==> src/sv/des_pkg.sv <==
`default_nettype none
package des_pkg;

  localparam int MAX_HITS = 16;
  localparam int CNT_W = $clog2(MAX_HITS + 1);

  localparam int ENERGY_W = 24;
  localparam int HIT_E_W = 20;
  localparam int Z_W = 16;
  localparam int DEPTH_MAX_W = 16;
  localparam int HALF_W = 15;
  localparam int DEPTH_SUM_W = 22;
  localparam int D_W = 18;
  localparam int DS_W = DEPTH_SUM_W + 1;
  localparam int BAND_W = 32;
  localparam int PROD_W = DEPTH_MAX_W + CNT_W;
  localparam int CMP_W = (PROD_W > DEPTH_SUM_W - 1) ? PROD_W : DEPTH_SUM_W - 1;

  localparam int CFG_IDX_W = 3;
  localparam int CFG_DATA_W = 24;

  localparam int SQ_DEPTH = 2;
  localparam int SQ_AW = $clog2(SQ_DEPTH);
  localparam int SQ_CW = $clog2(SQ_DEPTH + 1);

  localparam logic [CFG_IDX_W-1:0] CFG_ENERGY_MIN = 3'd0;
  localparam logic [CFG_IDX_W-1:0] CFG_ENERGY_MAX = 3'd1;
  localparam logic [CFG_IDX_W-1:0] CFG_DEPTH_MAX = 3'd2;
  localparam logic [CFG_IDX_W-1:0] CFG_HALF_HEIGHT = 3'd3;
  localparam logic [CFG_IDX_W-1:0] CFG_CUT_BAD_CAL = 3'd4;
  localparam logic [CFG_IDX_W-1:0] CFG_CUT_DEPTH_FLAG = 3'd5;

  localparam logic [2:0] R_KEEP = 3'd0;
  localparam logic [2:0] R_EMPTY = 3'd1;
  localparam logic [2:0] R_PATTERN = 3'd2;
  localparam logic [2:0] R_ENERGY = 3'd3;
  localparam logic [2:0] R_DEPTH = 3'd4;
  localparam logic [2:0] R_BAD_CAL = 3'd5;
  localparam logic [2:0] R_DEPTH_FLAG = 3'd6;
  localparam logic [2:0] R_TOO_MANY = 3'd7;

  localparam logic [ENERGY_W-1:0] ENERGY_MIN_RST = 24'd3000;
  localparam logic [ENERGY_W-1:0] ENERGY_MAX_RST = 24'd80000;
  localparam logic [DEPTH_MAX_W-1:0] DEPTH_MAX_RST = 16'd40000;
  localparam logic [HALF_W-1:0] HALF_HEIGHT_RST = 15'd1000;

  localparam logic [ENERGY_W-1:0] BAND_5KEV = 24'd5000;
  localparam logic [ENERGY_W-1:0] BAND_10KEV = 24'd10000;
  localparam logic [ENERGY_W-1:0] BAND_20KEV = 24'd20000;
  localparam logic [ENERGY_W-1:0] BAND_60KEV = 24'd60000;

  localparam logic [DEPTH_SUM_W-1:0] DEPTH_HI = {1'b0, {(DEPTH_SUM_W-1){1'b1}}};
  localparam logic [DEPTH_SUM_W-1:0] DEPTH_LO = {1'b1, {(DEPTH_SUM_W-1){1'b0}}};
  localparam logic [BAND_W-1:0] BAND_SAT = {BAND_W{1'b1}};

  typedef struct packed {
    logic [ENERGY_W-1:0] energy_min_ev;
    logic [ENERGY_W-1:0] energy_max_ev;
    logic [DEPTH_MAX_W-1:0] depth_max_um;
    logic [HALF_W-1:0] half_height_um;
    logic cut_bad_depth_cal;
    logic cut_depth_flag;
  } cfg_t;

  typedef struct packed {
    logic is_empty;
    logic [ENERGY_W-1:0] energy_sum;
    logic [DEPTH_SUM_W-1:0] depth_sum;
    logic [CNT_W-1:0] hit_count;
    logic pattern_mismatch;
    logic any_bad_cal;
    logic any_depth_mark;
    logic too_many_hits;
  } summary_t;

endpackage
`default_nettype wire

==> src/sv/des_front.sv <==
`default_nettype none
module des_front (
  input  logic                                 clk,
  input  logic                                 rst,
  input  des_pkg::cfg_t                        cfg,
  input  logic                                 push,
  output logic                                 full,
  input  logic                                 empty_event,
  input  logic                                 telescope_id,
  input  logic [3:0]                           detector_id,
  input  logic [des_pkg::HIT_E_W-1:0]          hit_energy_ev,
  input  logic signed [des_pkg::Z_W-1:0]       hit_z_um,
  input  logic                                 bad_depth_cal,
  input  logic                                 depth_cut_mark,
  input  logic                                 last_hit,
  input  logic                                 q_full,
  output logic                                 sum_push,
  output des_pkg::summary_t                    sum_data
);

  logic                                 first_telescope;
  logic [3:0]                           first_detector;
  logic [des_pkg::CNT_W-1:0]            hit_count;
  logic [des_pkg::ENERGY_W-1:0]         energy_sum;
  logic signed [des_pkg::DEPTH_SUM_W-1:0] depth_sum;
  logic                                 pattern_mismatch;
  logic                                 any_bad_cal;
  logic                                 any_depth_mark;
  logic                                 too_many_hits;

  logic                                 first_telescope_next;
  logic [3:0]                           first_detector_next;
  logic [des_pkg::CNT_W-1:0]            hit_count_next;
  logic [des_pkg::ENERGY_W-1:0]         energy_sum_next;
  logic signed [des_pkg::DEPTH_SUM_W-1:0] depth_sum_next;
  logic                                 pattern_mismatch_next;
  logic                                 too_many_hits_next;

  logic                                 accept;
  logic                                 first_hit;
  logic                                 at_max;
  logic [des_pkg::ENERGY_W:0]           e_wide;
  logic signed [des_pkg::D_W-1:0]       d_hit;
  logic signed [des_pkg::DS_W-1:0]      ds_wide;

  assign full = q_full;
  assign accept = push & ~q_full;
  assign sum_push = accept & (empty_event | last_hit);

  always_comb begin
    first_hit = (hit_count == '0) && !too_many_hits;
    at_max = (hit_count == des_pkg::CNT_W'(des_pkg::MAX_HITS));

    first_telescope_next = first_hit ? telescope_id : first_telescope;
    first_detector_next = first_hit ? detector_id : first_detector;
    pattern_mismatch_next = pattern_mismatch |
        (!first_hit && (telescope_id != first_telescope || detector_id != first_detector));
    too_many_hits_next = too_many_hits | at_max;
    hit_count_next = at_max ? hit_count : hit_count + des_pkg::CNT_W'(1);

    e_wide = {1'b0, energy_sum} + (des_pkg::ENERGY_W+1)'(hit_energy_ev);
    energy_sum_next = e_wide[des_pkg::ENERGY_W] ? {des_pkg::ENERGY_W{1'b1}}
                                                : e_wide[des_pkg::ENERGY_W-1:0];

    // depth of this hit below the reference plane
    d_hit = des_pkg::D_W'({1'b0, cfg.half_height_um}) - des_pkg::D_W'(hit_z_um);
    ds_wide = des_pkg::DS_W'(depth_sum) + des_pkg::DS_W'(d_hit);
    if (!ds_wide[des_pkg::DS_W-1] && ds_wide[des_pkg::DS_W-2]) begin
      depth_sum_next = des_pkg::DEPTH_HI;
    end else if (ds_wide[des_pkg::DS_W-1] && !ds_wide[des_pkg::DS_W-2]) begin
      depth_sum_next = des_pkg::DEPTH_LO;
    end else begin
      depth_sum_next = ds_wide[des_pkg::DS_W-2:0];
    end

    sum_data.is_empty = empty_event;
    sum_data.energy_sum = energy_sum_next;
    sum_data.depth_sum = depth_sum_next;
    sum_data.hit_count = hit_count_next;
    sum_data.pattern_mismatch = pattern_mismatch_next;
    sum_data.any_bad_cal = any_bad_cal | bad_depth_cal;
    sum_data.any_depth_mark = any_depth_mark | depth_cut_mark;
    sum_data.too_many_hits = too_many_hits_next;
  end

  always_ff @(posedge clk) begin
    if (rst || (accept && (empty_event || last_hit))) begin
      first_telescope <= 1'b0;
      first_detector <= '0;
      hit_count <= '0;
      energy_sum <= '0;
      depth_sum <= '0;
      pattern_mismatch <= 1'b0;
      any_bad_cal <= 1'b0;
      any_depth_mark <= 1'b0;
      too_many_hits <= 1'b0;
    end else if (accept) begin
      first_telescope <= first_telescope_next;
      first_detector <= first_detector_next;
      hit_count <= hit_count_next;
      energy_sum <= energy_sum_next;
      depth_sum <= depth_sum_next;
      pattern_mismatch <= pattern_mismatch_next;
      any_bad_cal <= any_bad_cal | bad_depth_cal;
      any_depth_mark <= any_depth_mark | depth_cut_mark;
      too_many_hits <= too_many_hits_next;
    end
  end

  a_clear_after_push: assert property (@(posedge clk) disable iff (rst)
    sum_push |=> (hit_count == '0) && !too_many_hits && (energy_sum == '0))
    else $error("event state not cleared after summary push");

  a_count_bounded: assert property (@(posedge clk) disable iff (rst)
    hit_count <= des_pkg::CNT_W'(des_pkg::MAX_HITS))
    else $error("hit count beyond limit");

  a_too_many_at_max: assert property (@(posedge clk) disable iff (rst)
    too_many_hits |-> hit_count == des_pkg::CNT_W'(des_pkg::MAX_HITS))
    else $error("overflow flag without full hit count");

endmodule
`default_nettype wire

==> src/sv/des_queue.sv <==
`default_nettype none
module des_queue (
  input  logic              clk,
  input  logic              rst,
  input  logic              wr_en,
  input  des_pkg::summary_t wr_data,
  output logic              full,
  input  logic              rd_en,
  output logic              valid,
  output des_pkg::summary_t rd_data
);

  des_pkg::summary_t            mem [des_pkg::SQ_DEPTH];
  logic [des_pkg::SQ_AW-1:0]    wptr;
  logic [des_pkg::SQ_AW-1:0]    rptr;
  logic [des_pkg::SQ_CW-1:0]    count;
  logic                         do_wr;
  logic                         do_rd;

  assign full = (count == des_pkg::SQ_CW'(des_pkg::SQ_DEPTH));
  assign valid = (count != '0);
  assign do_wr = wr_en & ~full;
  assign do_rd = rd_en & valid;
  assign rd_data = mem[rptr];

  always_ff @(posedge clk) begin
    if (do_wr) begin
      mem[wptr] <= wr_data;
    end
  end

  always_ff @(posedge clk) begin
    if (rst) begin
      wptr <= '0;
      rptr <= '0;
      count <= '0;
    end else begin
      if (do_wr) begin
        wptr <= (wptr == des_pkg::SQ_AW'(des_pkg::SQ_DEPTH - 1)) ? '0
                                                                 : wptr + des_pkg::SQ_AW'(1);
      end
      if (do_rd) begin
        rptr <= (rptr == des_pkg::SQ_AW'(des_pkg::SQ_DEPTH - 1)) ? '0
                                                                 : rptr + des_pkg::SQ_AW'(1);
      end
      if (do_wr && !do_rd) begin
        count <= count + des_pkg::SQ_CW'(1);
      end else if (do_rd && !do_wr) begin
        count <= count - des_pkg::SQ_CW'(1);
      end
    end
  end

  a_count_range: assert property (@(posedge clk) disable iff (rst)
    count <= des_pkg::SQ_CW'(des_pkg::SQ_DEPTH))
    else $error("summary queue count out of range");

  a_no_overflow: assert property (@(posedge clk) disable iff (rst)
    wr_en |-> !full)
    else $error("write into full summary queue");

  a_ptr_match: assert property (@(posedge clk) disable iff (rst)
    (count == '0) |-> (wptr == rptr))
    else $error("queue pointers differ while empty");

endmodule
`default_nettype wire

==> src/sv/des_back.sv <==
`default_nettype none
module des_back (
  input  logic                          clk,
  input  logic                          rst,
  input  des_pkg::cfg_t                 cfg,
  input  logic                          q_valid,
  input  des_pkg::summary_t             q_data,
  output logic                          q_rd,
  output logic                          empty,
  input  logic                          pop,
  output logic                          event_cut,
  output logic [2:0]                    cut_reason,
  output logic [des_pkg::ENERGY_W-1:0]  total_energy_ev,
  output logic [des_pkg::BAND_W-1:0]    band_low_count,
  output logic [des_pkg::BAND_W-1:0]    band_mid_count,
  output logic [des_pkg::BAND_W-1:0]    band_high_count
);

  logic                          out_valid;
  logic                          out_cut;
  logic [2:0]                    out_reason;
  logic [des_pkg::ENERGY_W-1:0]  out_energy;
  logic [des_pkg::BAND_W-1:0]    band_low;
  logic [des_pkg::BAND_W-1:0]    band_mid;
  logic [des_pkg::BAND_W-1:0]    band_high;

  logic                          take;
  logic [des_pkg::PROD_W-1:0]    depth_limit;
  logic                          depth_bad;
  logic                          energy_bad;
  logic                          in_low;
  logic                          in_mid;
  logic                          in_high;
  logic [2:0]                    reason;

  assign take = q_valid & (~out_valid | pop);
  assign q_rd = take;
  assign empty = ~out_valid;
  assign event_cut = out_cut;
  assign cut_reason = out_reason;
  assign total_energy_ev = out_energy;
  assign band_low_count = band_low;
  assign band_mid_count = band_mid;
  assign band_high_count = band_high;

  always_comb begin
    // average depth test as sum > limit * hits; a negative sum also fails
    depth_limit = des_pkg::PROD_W'(cfg.depth_max_um) * des_pkg::PROD_W'(q_data.hit_count);
    depth_bad = q_data.depth_sum[des_pkg::DEPTH_SUM_W-1] |
        (des_pkg::CMP_W'(q_data.depth_sum[des_pkg::DEPTH_SUM_W-2:0]) >
         des_pkg::CMP_W'(depth_limit));
    energy_bad = (q_data.energy_sum > cfg.energy_max_ev) ||
                 (q_data.energy_sum < cfg.energy_min_ev);

    in_low = (q_data.energy_sum >= des_pkg::BAND_5KEV) &&
             (q_data.energy_sum < des_pkg::BAND_10KEV);
    in_mid = (q_data.energy_sum >= des_pkg::BAND_10KEV) &&
             (q_data.energy_sum < des_pkg::BAND_20KEV);
    in_high = (q_data.energy_sum >= des_pkg::BAND_20KEV) &&
              (q_data.energy_sum <= des_pkg::BAND_60KEV);

    if (q_data.is_empty) begin
      reason = des_pkg::R_EMPTY;
    end else if (q_data.too_many_hits) begin
      reason = des_pkg::R_TOO_MANY;
    end else if (q_data.pattern_mismatch) begin
      reason = des_pkg::R_PATTERN;
    end else if (energy_bad) begin
      reason = des_pkg::R_ENERGY;
    end else if (depth_bad) begin
      reason = des_pkg::R_DEPTH;
    end else if (q_data.any_bad_cal && cfg.cut_bad_depth_cal) begin
      reason = des_pkg::R_BAD_CAL;
    end else if (q_data.any_depth_mark && cfg.cut_depth_flag) begin
      reason = des_pkg::R_DEPTH_FLAG;
    end else begin
      reason = des_pkg::R_KEEP;
    end
  end

  always_ff @(posedge clk) begin
    if (take) begin
      out_cut <= (reason != des_pkg::R_KEEP);
      out_reason <= reason;
      out_energy <= q_data.is_empty ? '0 : q_data.energy_sum;
    end
  end

  always_ff @(posedge clk) begin
    if (rst) begin
      out_valid <= 1'b0;
      band_low <= '0;
      band_mid <= '0;
      band_high <= '0;
    end else begin
      if (take) begin
        out_valid <= 1'b1;
      end else if (pop) begin
        out_valid <= 1'b0;
      end
      if (take && !q_data.is_empty) begin
        if (in_low && band_low != des_pkg::BAND_SAT) begin
          band_low <= band_low + des_pkg::BAND_W'(1);
        end
        if (in_mid && band_mid != des_pkg::BAND_SAT) begin
          band_mid <= band_mid + des_pkg::BAND_W'(1);
        end
        if (in_high && band_high != des_pkg::BAND_SAT) begin
          band_high <= band_high + des_pkg::BAND_W'(1);
        end
      end
    end
  end

  a_cut_matches_reason: assert property (@(posedge clk) disable iff (rst)
    out_valid |-> (out_cut == (out_reason != des_pkg::R_KEEP)))
    else $error("cut flag disagrees with reason");

  a_empty_zero_energy: assert property (@(posedge clk) disable iff (rst)
    (out_valid && out_reason == des_pkg::R_EMPTY) |-> (out_energy == '0))
    else $error("empty event with nonzero energy");

  a_take_fills: assert property (@(posedge clk) disable iff (rst)
    take |=> out_valid)
    else $error("taken word not presented");

  a_bands_hold: assert property (@(posedge clk) disable iff (rst)
    (out_valid && !pop) |=> $stable(band_low) && $stable(band_mid) && $stable(band_high))
    else $error("band counts changed under a waiting word");

endmodule
`default_nettype wire

==> src/sv/detector_event_selector.sv <==
// detector event selector
// input channel: push / full. one hit word per accepted push; last_hit marks the
// final hit of an event, empty_event stands for an event with no hits.
// result channel: empty / pop. one word per finished event, oldest first, held
// on the result ports while empty is low and taken by pop.
// config channel: cfg_valid / cfg_ready with cfg_index and cfg_data; cfg_ready
// is always high, write only while no event is in flight.
// throughput: one hit per cycle, sustained, while results are drained.
// path: the summary of an event is written into the summary queue by the edge that
// takes its last hit, then moves into the decision register that drives the result ports.
// a two-entry summary queue sits between accumulation and decision.
// when pop is held low the result register and then the queue fill, and full
// rises; non-final hits are also held off until a summary slot frees up.
// reset: config returns to its defaults, band counters and the partial event
// clear, the summary queue and the result register empty; no clearing pass.
`default_nettype none
module detector_event_selector (
  input  logic                                  clk,
  input  logic                                  rst,
  input  logic                                  push,
  output logic                                  full,
  input  logic                                  empty_event,
  input  logic                                  telescope_id,
  input  logic [3:0]                            detector_id,
  input  logic [des_pkg::HIT_E_W-1:0]           hit_energy_ev,
  input  logic signed [des_pkg::Z_W-1:0]        hit_z_um,
  input  logic                                  bad_depth_cal,
  input  logic                                  depth_cut_mark,
  input  logic                                  last_hit,
  output logic                                  empty,
  input  logic                                  pop,
  output logic                                  event_cut,
  output logic [2:0]                            cut_reason,
  output logic [des_pkg::ENERGY_W-1:0]          total_energy_ev,
  output logic [des_pkg::BAND_W-1:0]            band_low_count,
  output logic [des_pkg::BAND_W-1:0]            band_mid_count,
  output logic [des_pkg::BAND_W-1:0]            band_high_count,
  input  logic                                  cfg_valid,
  output logic                                  cfg_ready,
  input  logic [des_pkg::CFG_IDX_W-1:0]         cfg_index,
  input  logic [des_pkg::CFG_DATA_W-1:0]        cfg_data
);

  des_pkg::cfg_t     cfg;
  des_pkg::summary_t sum_wr;
  des_pkg::summary_t sum_rd;
  logic              sum_push;
  logic              q_full;
  logic              q_valid;
  logic              q_rd;

  assign cfg_ready = 1'b1;

  always_ff @(posedge clk) begin
    if (rst) begin
      cfg.energy_min_ev <= des_pkg::ENERGY_MIN_RST;
      cfg.energy_max_ev <= des_pkg::ENERGY_MAX_RST;
      cfg.depth_max_um <= des_pkg::DEPTH_MAX_RST;
      cfg.half_height_um <= des_pkg::HALF_HEIGHT_RST;
      cfg.cut_bad_depth_cal <= 1'b0;
      cfg.cut_depth_flag <= 1'b0;
    end else if (cfg_valid && cfg_ready) begin
      case (cfg_index)
        des_pkg::CFG_ENERGY_MIN: begin
          cfg.energy_min_ev <= cfg_data[des_pkg::ENERGY_W-1:0];
        end
        des_pkg::CFG_ENERGY_MAX: begin
          cfg.energy_max_ev <= cfg_data[des_pkg::ENERGY_W-1:0];
        end
        des_pkg::CFG_DEPTH_MAX: begin
          cfg.depth_max_um <= cfg_data[des_pkg::DEPTH_MAX_W-1:0];
        end
        des_pkg::CFG_HALF_HEIGHT: begin
          cfg.half_height_um <= cfg_data[des_pkg::HALF_W-1:0];
        end
        des_pkg::CFG_CUT_BAD_CAL: begin
          cfg.cut_bad_depth_cal <= cfg_data[0];
        end
        des_pkg::CFG_CUT_DEPTH_FLAG: begin
          cfg.cut_depth_flag <= cfg_data[0];
        end
        default: begin
        end
      endcase
    end
  end

  des_front u_front (
    .clk            (clk),
    .rst            (rst),
    .cfg            (cfg),
    .push           (push),
    .full           (full),
    .empty_event    (empty_event),
    .telescope_id   (telescope_id),
    .detector_id    (detector_id),
    .hit_energy_ev  (hit_energy_ev),
    .hit_z_um       (hit_z_um),
    .bad_depth_cal  (bad_depth_cal),
    .depth_cut_mark (depth_cut_mark),
    .last_hit       (last_hit),
    .q_full         (q_full),
    .sum_push       (sum_push),
    .sum_data       (sum_wr)
  );

  des_queue u_queue (
    .clk     (clk),
    .rst     (rst),
    .wr_en   (sum_push),
    .wr_data (sum_wr),
    .full    (q_full),
    .rd_en   (q_rd),
    .valid   (q_valid),
    .rd_data (sum_rd)
  );

  des_back u_back (
    .clk             (clk),
    .rst             (rst),
    .cfg             (cfg),
    .q_valid         (q_valid),
    .q_data          (sum_rd),
    .q_rd            (q_rd),
    .empty           (empty),
    .pop             (pop),
    .event_cut       (event_cut),
    .cut_reason      (cut_reason),
    .total_energy_ev (total_energy_ev),
    .band_low_count  (band_low_count),
    .band_mid_count  (band_mid_count),
    .band_high_count (band_high_count)
  );

endmodule
`default_nettype wire
==> config.mk <==
export PLATFORM = sky130hd
export DESIGN_NAME = detector_event_selector
export DESIGN_NICKNAME = d
export VERILOG_FILES = /design/src/sv/des_pkg.sv /design/src/sv/des_front.sv /design/src/sv/des_queue.sv /design/src/sv/des_back.sv /design/src/sv/detector_event_selector.sv
export SDC_FILE = /design/constraint.sdc
export NUM_CORES = 1
export LEC_CHECK = 0
export ABC_AREA = 1
export BUFFER_PORTS_ARGS = -buffer_cell sky130_fd_sc_hd__buf_2
export CAP_MARGIN = 40
export CELL_PAD_IN_SITES_DETAIL_PLACEMENT = 2
export CELL_PAD_IN_SITES_GLOBAL_PLACEMENT = 2
export CORE_ASPECT_RATIO = 1.4
export CORE_MARGIN = 2
export CORE_UTILIZATION = 36
export DETAILED_ROUTE_END_ITERATION = 16
export PLACE_DENSITY = 0.92
export SLEW_MARGIN = 0
export SYNTH_ARGS = -nofsm -noshare
export SYNTH_HDL_FRONTEND = slang
export SYNTH_SLANG_ARGS = --single-unit
export TNS_END_PERCENT = 10
==> constraint.sdc <==
create_clock -name clk -period 7.25 [get_ports clk]
set_input_delay 1.0875 -clock clk [delete_from_list [all_inputs] [get_ports clk]]
set_output_delay 1.0875 -clock clk [all_outputs]
set_load 0.03 [all_outputs]
==> results of run 1 <==
[stage by stage]
step                 util  cells  area, um2
floorplan               -   3264      24500
CTS                 0.414   4348      28000
finish              0.415   4362      28100
global route        0.415   4362      28100
detailed placement  0.392   4265      26500
global placement    0.389   4257      26300
[worst max-delay path, delay by kind of cell, from the launching register on]
kind | cells | cell delay [ps]
compound gates | 6 | 1100
xor+xnor | 1 | 200
fa+ha+maj | 5 | 2360
buf+inv | 4 | 490
flops | 1 | 420
simple gates | 16 | 2230
[metal layers]
metal	vias to the layer above	share of wire	GRT usage
met3	532	0.051	0.0486
met1	12917	0.36	0.355
li1	11008	-	-
met2	1203	0.51	0.607
met5	-	0.00028	0
met4	8	0.078	0.203
[cell type report]
type / count / area (um2)
Antenna cell: 8 / 20.0
Clock buffer: 61 / 1230
Clock inverter: 22 / 251
Fill cell: 7755 / 39500
Inverter: 474 / 1790
Multi-Input combinational cell: 2313 / 13200
Sequential cell: 383 / 9070
Tap cell: 862 / 1080
Timing Repair Buffer: 239 / 1400
[cell families after synthesis]
| logic type | Yosys count |
|---|---|
| compound gates | 531 |
| simple gates | 1447 |
| mux | 4 |
| flops | 383 |
| buf+inv | 568 |
| xor+xnor | 119 |
| other cells | 1 |
| fa+ha+maj | 211 |
[worst paths after layout]
kind	slack (ps)	from	to	cells past startpoint
min	490	u_front.first_detector[2]$_SDFFE_PP0P_	u_front.first_detector[2]$_SDFFE_PP0P_	2
max	200	flip-flop	u_back.event_cut$_DFFE_PP_	32
max reg2reg	200	flip-flop	u_back.event_cut$_DFFE_PP_	32
min reg2reg	490	u_front.first_detector[2]$_SDFFE_PP0P_	u_front.first_detector[2]$_SDFFE_PP0P_	2
[power breakdown]
part,switching (mW),internal [mW]
clock network,1.10,1.34
logic,4.52,1.84
registers,0.216,2.69
[registers in the layout, indices dropped and copies added (netlist names), 3 cells and up, named ones only]
name	flops
u_back.cut_reason	3
u_queue.mem	112
u_front.energy_sum	24
u_back.band_mid_count	32
u_front.first_detector	4
u_back.total_energy_ev	24
cfg	81
u_front.hit_count	5
u_front.depth_sum	22
u_back.band_high_count	32
u_back.band_low_count	32
[what timing repair did]
item                                    4_1_cts  5_1_grt
buffers inserted                              0        4
gates cloned                                  0        1
pin swaps                                     0        0
endpoints found under the setup margin        2        4
resized for setup                             1       13
[synth_stat cells, types with 16 or more instances]
library cell | instances | area [um2]
inv_1 | 464 | 1740
xnor2_1 | 38 | 333
nor2_1 | 366 | 1370
fa_1 | 58 | 1160
a21oi_1 | 279 | 1400
nand4_1 | 79 | 494
nor3_1 | 71 | 355
clkbuf_1 | 63 | 236
xor2_1 | 81 | 709
nand2_1 | 739 | 2770
o21ai_0 | 165 | 826
edfxtp_1 | 140 | 4200
nand3_1 | 125 | 626
nor4_1 | 20 | 125
o211ai_1 | 19 | 143
dfxtp_1 | 243 | 4860
ha_1 | 153 | 1910
o21ai_1 | 16 | 80.1
==> results_dict.tcl, run 1 <==
set metrics [dict create \
    die_h_um 313 \
    async_flop_share 0 \
    nets 3744 \
    avgRoutedWirePerCell_um 27.8 \
    dpl_worst_slack_ps 287 \
    status "finished clean" \
    ys_ff_latch 383 \
    synth-xor-area-share 0.0425 \
    cts_made_buffers 45 \
    hold_violations 0 \
    synthSimpleGateAreaFrac 0.251 \
    fin_crit_sh 0.973 \
    yosysWarnings 0 \
    cp_max_fo 25 \
    drv_slew 0 \
    synth_compound_area_frac 0.117 \
    cts_hold_buffers 0 \
    critPathArrivalTime_ps 7440 \
    num_io_pins 204 \
    synthMuxAreaShare 0.00163 \
    fin_ws_ps 197 \
    clkSlewWorstSetupHoldPaths_ps 80 \
    worstPathRequired_ps 7640 \
    io_buffers 202 \
    die_area_um2 70200 \
    dp.final_hpwl_mm 79.9 \
    ys.flop_type "dfxtp_1" \
    via_per_inst 5.88 \
    synth_top_family_by_area "simple AND/OR/NAND/NOR gates" \
    cts_tree "yes" \
    grt_max_degree 73 \
    slowest_delay_ps 550 \
    yosysUniqueCellTypes 55 \
    tns_ps 0 \
    grt_use_total 0.330 \
    core_area_um2 67600 \
    cpMostUsedCell "nand2_1" \
    synth_edf_count 140 \
    start_util 0.363 \
    max-vdd-ir-drop_v 0.000246 \
    layout_commonest_cell "nand2_1" \
    h-tree-depth 2 \
    setup_viol_count_final 0 \
    fin_crit_ps 7050 \
    ys_seq_area_frac 0.370 \
    cp_slowest_cell "fa_1" \
    dieWidth_um 225 \
    gp_congestion 0.889 \
    cellLeakagePower_nw 12.5 \
    routed_wl_mm 121 \
    grt_pass1_vias 28584 \
    dr.pass1.iters 5 \
    num_rows 113 \
    relSlewSlack 0.367 \
    grt_pass1_wl_mm 178 \
    synthAdderAreaFrac 0.125 \
    power.density_nw_per_um2 417 \
    ant_nets 0 \
    vias 25668 \
    drtIter0Drc 1693 \
    synth_area_per_cell_um2 7.51 \
    clock_skew_ps 37.2 \
    worstSkewPairLatency_ps 640 \
    grt.overflow.total 0 \
    max_freq_mhz 142 \
    drcViolationCount 0 \
    syn-cell-area_um2 24500 \
    clk_path_buf_depth 3 \
    area_growth_pct 14.5 \
    maxCapViolCount 0 \
    end_kind "flip-flop" \
    root_buffer "clkbuf_16" \
    synth_nets 3552 \
    cts_sinks 383 \
    synth_cells 3264 \
    worstMarginPinSlew_ps 947 \
    final_cell_mix "739 x nand2_1, 463 x inv_1, 363 x nor2_1" \
    startpoint_type "flip-flop" \
    hold_class "flip-flop to flip-flop" \
    timing.hold.ws_ps 492 \
    crit_type "flip-flop to flip-flop" \
    p_total_mw 11.7 \
    antenna_found_initial 12 \
    drive_above_1_share 0.107 \
]
No activity file was read; power rests on OpenSTA's default activity.
==> inputs of run 2 (changes only) <==
--- a/config.mk
+++ b/config.mk
@@ -10,7 +10,6 @@
 export CAP_MARGIN = 40
 export CELL_PAD_IN_SITES_DETAIL_PLACEMENT = 2
 export CELL_PAD_IN_SITES_GLOBAL_PLACEMENT = 2
-export CORE_ASPECT_RATIO = 1.4
 export CORE_MARGIN = 2
 export CORE_UTILIZATION = 36
 export DETAILED_ROUTE_END_ITERATION = 16
==> run 2 against run 1 <==
Critical path depth grew 1. Sequential power about the same. Largest cell class unchanged. Core utilization rose by 0.28 points. Global-route usage rose by 1.5 points. Hold slack lost 18 ps. Largest power group unchanged. Clock skew shrank 6.2 ps. Final cell count is 0.34% higher. Register-to-register slack lost 130 ps. Wire length up 2.3%. Count of clock-buffer cells in the layout did not move. Clock power rose by 3%. Cell area grew 0.23%.
==> results_dict.tcl, run 2 (synthesis results as in run 1) <==
set metrics [dict create \
    rrSetupSlack_ps 70 \
    clock_power_share 0.211 \
    p_seq_frac 0.245 \
    start_util 0.364 \
    met3_usage 0.0551 \
    dieWidth_um 265 \
    drcViolationCount 0 \
    drv_slew 0 \
    worstReg2RegEnd "u_back.event_cut$_DFFE_PP_" \
    grt_busiest_layer "met2" \
    gp_congestion 0.925 \
    cts_tree "yes" \
    relSlewSlack 0.364 \
    layout_commonest_cell "nand2_1" \
    n_fill_cell 7722 \
    status "finished clean" \
    via_per_inst 5.85 \
    avgRoutedWirePerCell_um 28.3 \
    timing.hold.ws_ps 473 \
    maxCapViolCount 0 \
    fin_crit_sh 0.990 \
    pwr-share-comb 0.544 \
    power.internal_mw 5.92 \
    crit_type "flip-flop to flip-flop" \
    post_cts_buffers 0 \
    design_area_um2 28100 \
    cts_hold_buffers 0 \
    fin_ws_ps 69.2 \
    swShare 0.503 \
    vias 25585 \
    io_buffers 202 \
    cp_slowest_cell "fa_1" \
    startpoint_type "flip-flop" \
    ant_nets 0 \
    use_met2 0.600 \
    end_kind "flip-flop" \
    hold_violations 0 \
    max_freq_mhz 139 \
    clock_skew_ps 31.0 \
    max-vdd-ir-drop_v 0.000278 \
    holdPathEnd "u_front.any_bad_cal$_SDFFE_PP0P_" \
    worstSkewPairLatency_ps 610 \
    cellLeakagePower_nw 12.6 \
    cp_max_fo 8 \
    cpMostUsedCell "nand2_1" \
    top_regs "u_queue.mem: 112 flops, cfg: 81 flops" \
    reg2regPathDepth 33 \
    dp.final_hpwl_mm 80.9 \
    cts_sinks 383 \
    power.density_nw_per_um2 423 \
    grt_pass1_vias 28988 \
    drtIter0Drc 2098 \
    dpl_worst_slack_ps 403 \
    min_from "u_front.any_bad_cal$_SDFFE_PP0P_" \
    min_path_cells 2 \
    grt_pass1_wl_mm 186 \
    clk_path_buf_depth 3 \
    grt_use_total 0.346 \
    final_cell_mix "739 x nand2_1, 463 x inv_1, 363 x nor2_1" \
    use_met1 0.404 \
    antenna_found_initial 9 \
    core_area_um2 67300 \
    die_area_um2 70200 \
    hold_class "flip-flop to flip-flop" \
    cts_made_buffers 46 \
    drive_above_1_share 0.107 \
    largest_reg_flops 112 \
    worstPathRequired_ps 7600 \
    root_buffer "clkbuf_16" \
    worstMarginPinSlew_ps 945 \
    critPathArrivalTime_ps 7530 \
    area_growth_pct 14.8 \
    top_register "u_queue.mem" \
    setup_viol_count_final 0 \
    dr.pass1.iters 5 \
    num_rows 95 \
    clkSlewWorstSetupHoldPaths_ps 80 \
    grt.overflow.total 0 \
    grt_max_degree 73 \
    h-tree-depth 2 \
    cts_resized 2 \
    die_h_um 265 \
    routed_wl_mm 124 \
    nets 3745 \
    netSwitchingPower_mw 5.98 \
    num_io_pins 204 \
    slowest_delay_ps 580 \
    placed_area_um2 26500 \
    fin_crit_ps 7180 \
]
## run 2: cell types whose count changed in the layout (fill, tap and decap cells not counted), sizes merged
cell,previous run,this run
diode,8,10
clkdlybuf4s15,1,0
bufinv,4,5
buf,238,239
clkinv,21,19
inv,470,473
## run 2: through the flow
stage | utilization | instances | TNS, ps | power (mW)
6_report | 0.418 | 4377 | 0 | 11.9
3_5_place_dp | 0.395 | 4280 | 0 | 8.58
4_1_cts | 0.417 | 4365 | 0 | 11.7
2_1_floorplan | - | 3264 | 0 | 6.47
5_1_grt | 0.418 | 4376 | -129 | 12.4
3_3_place_gp | 0.392 | 4269 | 0 | 7.79
## run 2: worst max path at each step
stage | to | cells past startpoint
after floorplan | u_back.event_cut$_DFFE_PP_ | 34
after global placement | u_back.event_cut$_DFFE_PP_ | 29
after detailed placement | u_back.event_cut$_DFFE_PP_ | 33
after CTS | u_back.event_cut$_DFFE_PP_ | 33
after global routing | u_back.event_cut$_DFFE_PP_ | 33
final | u_back.event_cut$_DFFE_PP_ | 33
## run 2: area by class of cell
type / count / area (um2) / area share
inverter: 474 / 1780 / 0.0634
sequential: 383 / 9070 / 0.322
multi-input combinational: 2313 / 13200 / 0.470
antenna: 10 / 25.0 / 0.000889
clock inverter: 24 / 254 / 0.00903
clock buffer: 61 / 1260 / 0.0447
timing repair buffer: 239 / 1420 / 0.0506
tap: 873 / 1090 / 0.0388
## run 2: worst max-delay path: cells and delay by family (launching register included)
family / cells / cell delay, ps
compound gates: 4 / 740
buf+inv: 6 / 720
fa+ha+maj: 5 / 2380
xor+xnor: 1 / 120
flops: 1 / 440
simple gates: 17 / 2520
## run 2: power groups by stage
stage | clock network (mW) | registers, mW | logic, mW
global placement | 0 | 2.88 | 4.91
global route | 2.60 | 2.93 | 6.88
floorplan | 0 | 2.98 | 3.49
CTS | 2.53 | 2.90 | 6.23
finish | 2.51 | 2.92 | 6.47
detailed placement | 0 | 2.92 | 5.66
## run 2: metal layers
metal  part of all wire  vias to the layer above  wire length, um
met2               0.49                     1211            60200
li1                   -                    11003                -
met1               0.39                    12906            47800
met3              0.062                      465             7740
met5                  0                        -                0
met4              0.067                        0             8290
==> inputs of run 3 (changes only) <==
--- a/config.mk
+++ b/config.mk
@@ -14,6 +14,7 @@
 export CORE_UTILIZATION = 36
 export DETAILED_ROUTE_END_ITERATION = 16
 export PLACE_DENSITY = 0.92
+export REMOVE_ABC_BUFFERS = 1
 export SLEW_MARGIN = 0
 export SYNTH_ARGS = -nofsm -noshare
 export SYNTH_HDL_FRONTEND = slang
==> run 3 against run 2 <==
The flow now finishes with violations (negative setup slack). Via count grew 3.5%. Combinational power grew 2%. Core utilization grew 0.25 points. Global-route usage grew 1.5 points. Clock skew grew 7.4 ps. Final cell count grew 0.11%. Fmax shrank 3.1%. Power grew 2.9%. Register-to-register slack lost 230 ps. Critical path depth shrank 1. Non-clock buffer count shrank 1. Clock power grew 8%. Largest power group unchanged.
==> results_dict.tcl, run 3 (synthesis results as in run 1) <==
set metrics [dict create \
    num_rows 95 \
    ant_nets 0 \
    tns_ps -158 \
    max-vdd-ir-drop_v 0.000285 \
    cts_sinks 383 \
    cp_slowest_cell "fa_1" \
    drcViolationCount 0 \
    grt.overflow.total 0 \
    relSlewSlack 0.377 \
    worstMarginPinSlew_ps 933 \
    ff_latch_area_um2 9070 \
    layout_commonest_cell "nand2_1" \
    failed_checks "negative setup slack" \
    crit_type "flip-flop to flip-flop" \
    area_growth_pct 15.5 \
    n_fill_cell 7705 \
    routed_wl_mm 134 \
    dieWidth_um 265 \
    via_per_inst 6.04 \
    status "finished, violations left" \
    hold_violations 0 \
    drv_slew 0 \
    grt_max_degree 74 \
    fin_crit_ps 7410 \
    cts_made_buffers 48 \
    nets 3746 \
    worstSkewPairLatency_ps 640 \
    max_freq_mhz 135 \
    cts_tree "yes" \
    cp_max_fo 25 \
    start_util 0.364 \
    io_buffers 202 \
    clock_skew_ps 38.4 \
    die_area_um2 70200 \
    fin_ws_ps -158 \
    core_area_um2 67300 \
    dp_cells 4276 \
    multi_input_area_um2 13300 \
    cts_hold_buffers 0 \
    maxCapViolCount 0 \
    slowest_delay_ps 580 \
    gp_congestion 0.894 \
    vias 26472 \
    final_cell_mix "738 x nand2_1, 463 x inv_1, 364 x nor2_1" \
    drtIter0Drc 2603 \
    cpMostUsedCell "nand2_1" \
    p_total_mw 12.3 \
    cellLeakagePower_nw 12.6 \
    setup_viol_count_final 1 \
    dpl_worst_slack_ps 432 \
    worstPathRequired_ps 7630 \
    top_regs "u_queue.mem: 112 flops, cfg: 81 flops" \
    grt_pass1_vias 29162 \
    root_buffer "clkbuf_16" \
    dp.final_hpwl_mm 81.7 \
    h-tree-depth 2 \
    top_register "u_queue.mem" \
    power.density_nw_per_um2 433 \
    drive_above_1_share 0.113 \
    fin_crit_sh 1.02 \
    largest_reg_flops 112 \
    antenna_found_initial 19 \
    critPathArrivalTime_ps 7790 \
    finalNonFillerCells 4382 \
    clkSlewWorstSetupHoldPaths_ps 70 \
    grt_pass1_wl_mm 193 \
    clk_path_buf_depth 3 \
    hold_class "flip-flop to flip-flop" \
    die_h_um 265 \
    end_kind "flip-flop" \
    num_io_pins 204 \
    avgRoutedWirePerCell_um 30.6 \
    startpoint_type "flip-flop" \
    grt_use_total 0.361 \
    dr.pass1.iters 6 \
]
## run 3: cell types whose count changed in the layout (fill, tap and decap cells not counted), sizes merged
cell / change
clkinv: -2
diode: +2
bufinv: -1
clkbuf: +2
inv: +4
clkinvlp: +1
buf: -1
## run 3: path summary, 6_finish.rpt
path	start	to	slack, ps	depth (start not counted)
hold / removal	cfg[47]$_SDFFE_PP0P_	cfg[47]$_SDFFE_PP0P_	490	2
hold reg to reg	cfg[47]$_SDFFE_PP0P_	cfg[47]$_SDFFE_PP0P_	490	2
setup / recovery	flip-flop	u_back.event_cut$_DFFE_PP_	-160	32
setup reg to reg	flip-flop	u_back.event_cut$_DFFE_PP_	-160	32
## run 3: final cells by class
type | instances | share of cell area
antenna | 12 | 0.00106
clock buffer | 63 | 0.0487
clock inverter | 26 | 0.00959
inverter | 474 | 0.0630
multi-input combinational | 2313 | 0.468
sequential | 383 | 0.320
tap | 873 | 0.0386
timing repair buffer | 238 | 0.0501
## run 3: layer usage
metal / track usage / up-vias / routed length [um]
li1: - / 11042 / -
met1: 0.414 / 13363 / 50600
met2: 0.626 / 1481 / 64300
met3: 0.0736 / 574 / 9430
met4: 0.204 / 12 / 9460
met5: 0 / - / 76
## run 3: metrics by stage
stage	instance area (um2)	hold slack (ps)	utilization
global route	28300	499	0.420
CTS	28200	476	0.419
global placement	26300	429	0.391
finish	28300	491	0.421
detailed placement	26500	461	0.394
floorplan	24000	421	-
## run 3: power breakdown
part           internal (mW)  switching [mW]
clock                   1.50            1.20
combinational           1.82            4.81
sequential              2.69           0.233
total                   6.01            6.24
## run 3: critical path, delay by kind of cell (launching register included)
kind	cells	cell delay (ps)
buf+inv	4	570
simple gates	16	2460
xor+xnor	1	210
fa+ha+maj	5	2410
compound gates	6	1110
flops	1	380
## run 3: timing repair
item | 4_1_cts | 5_1_grt
hold endpoints to repair | 0 | 0
resized for setup | 6 | 11
setup endpoints to repair | 4 | 4
buffers inserted | 0 | 3
pin swaps | 0 | 0
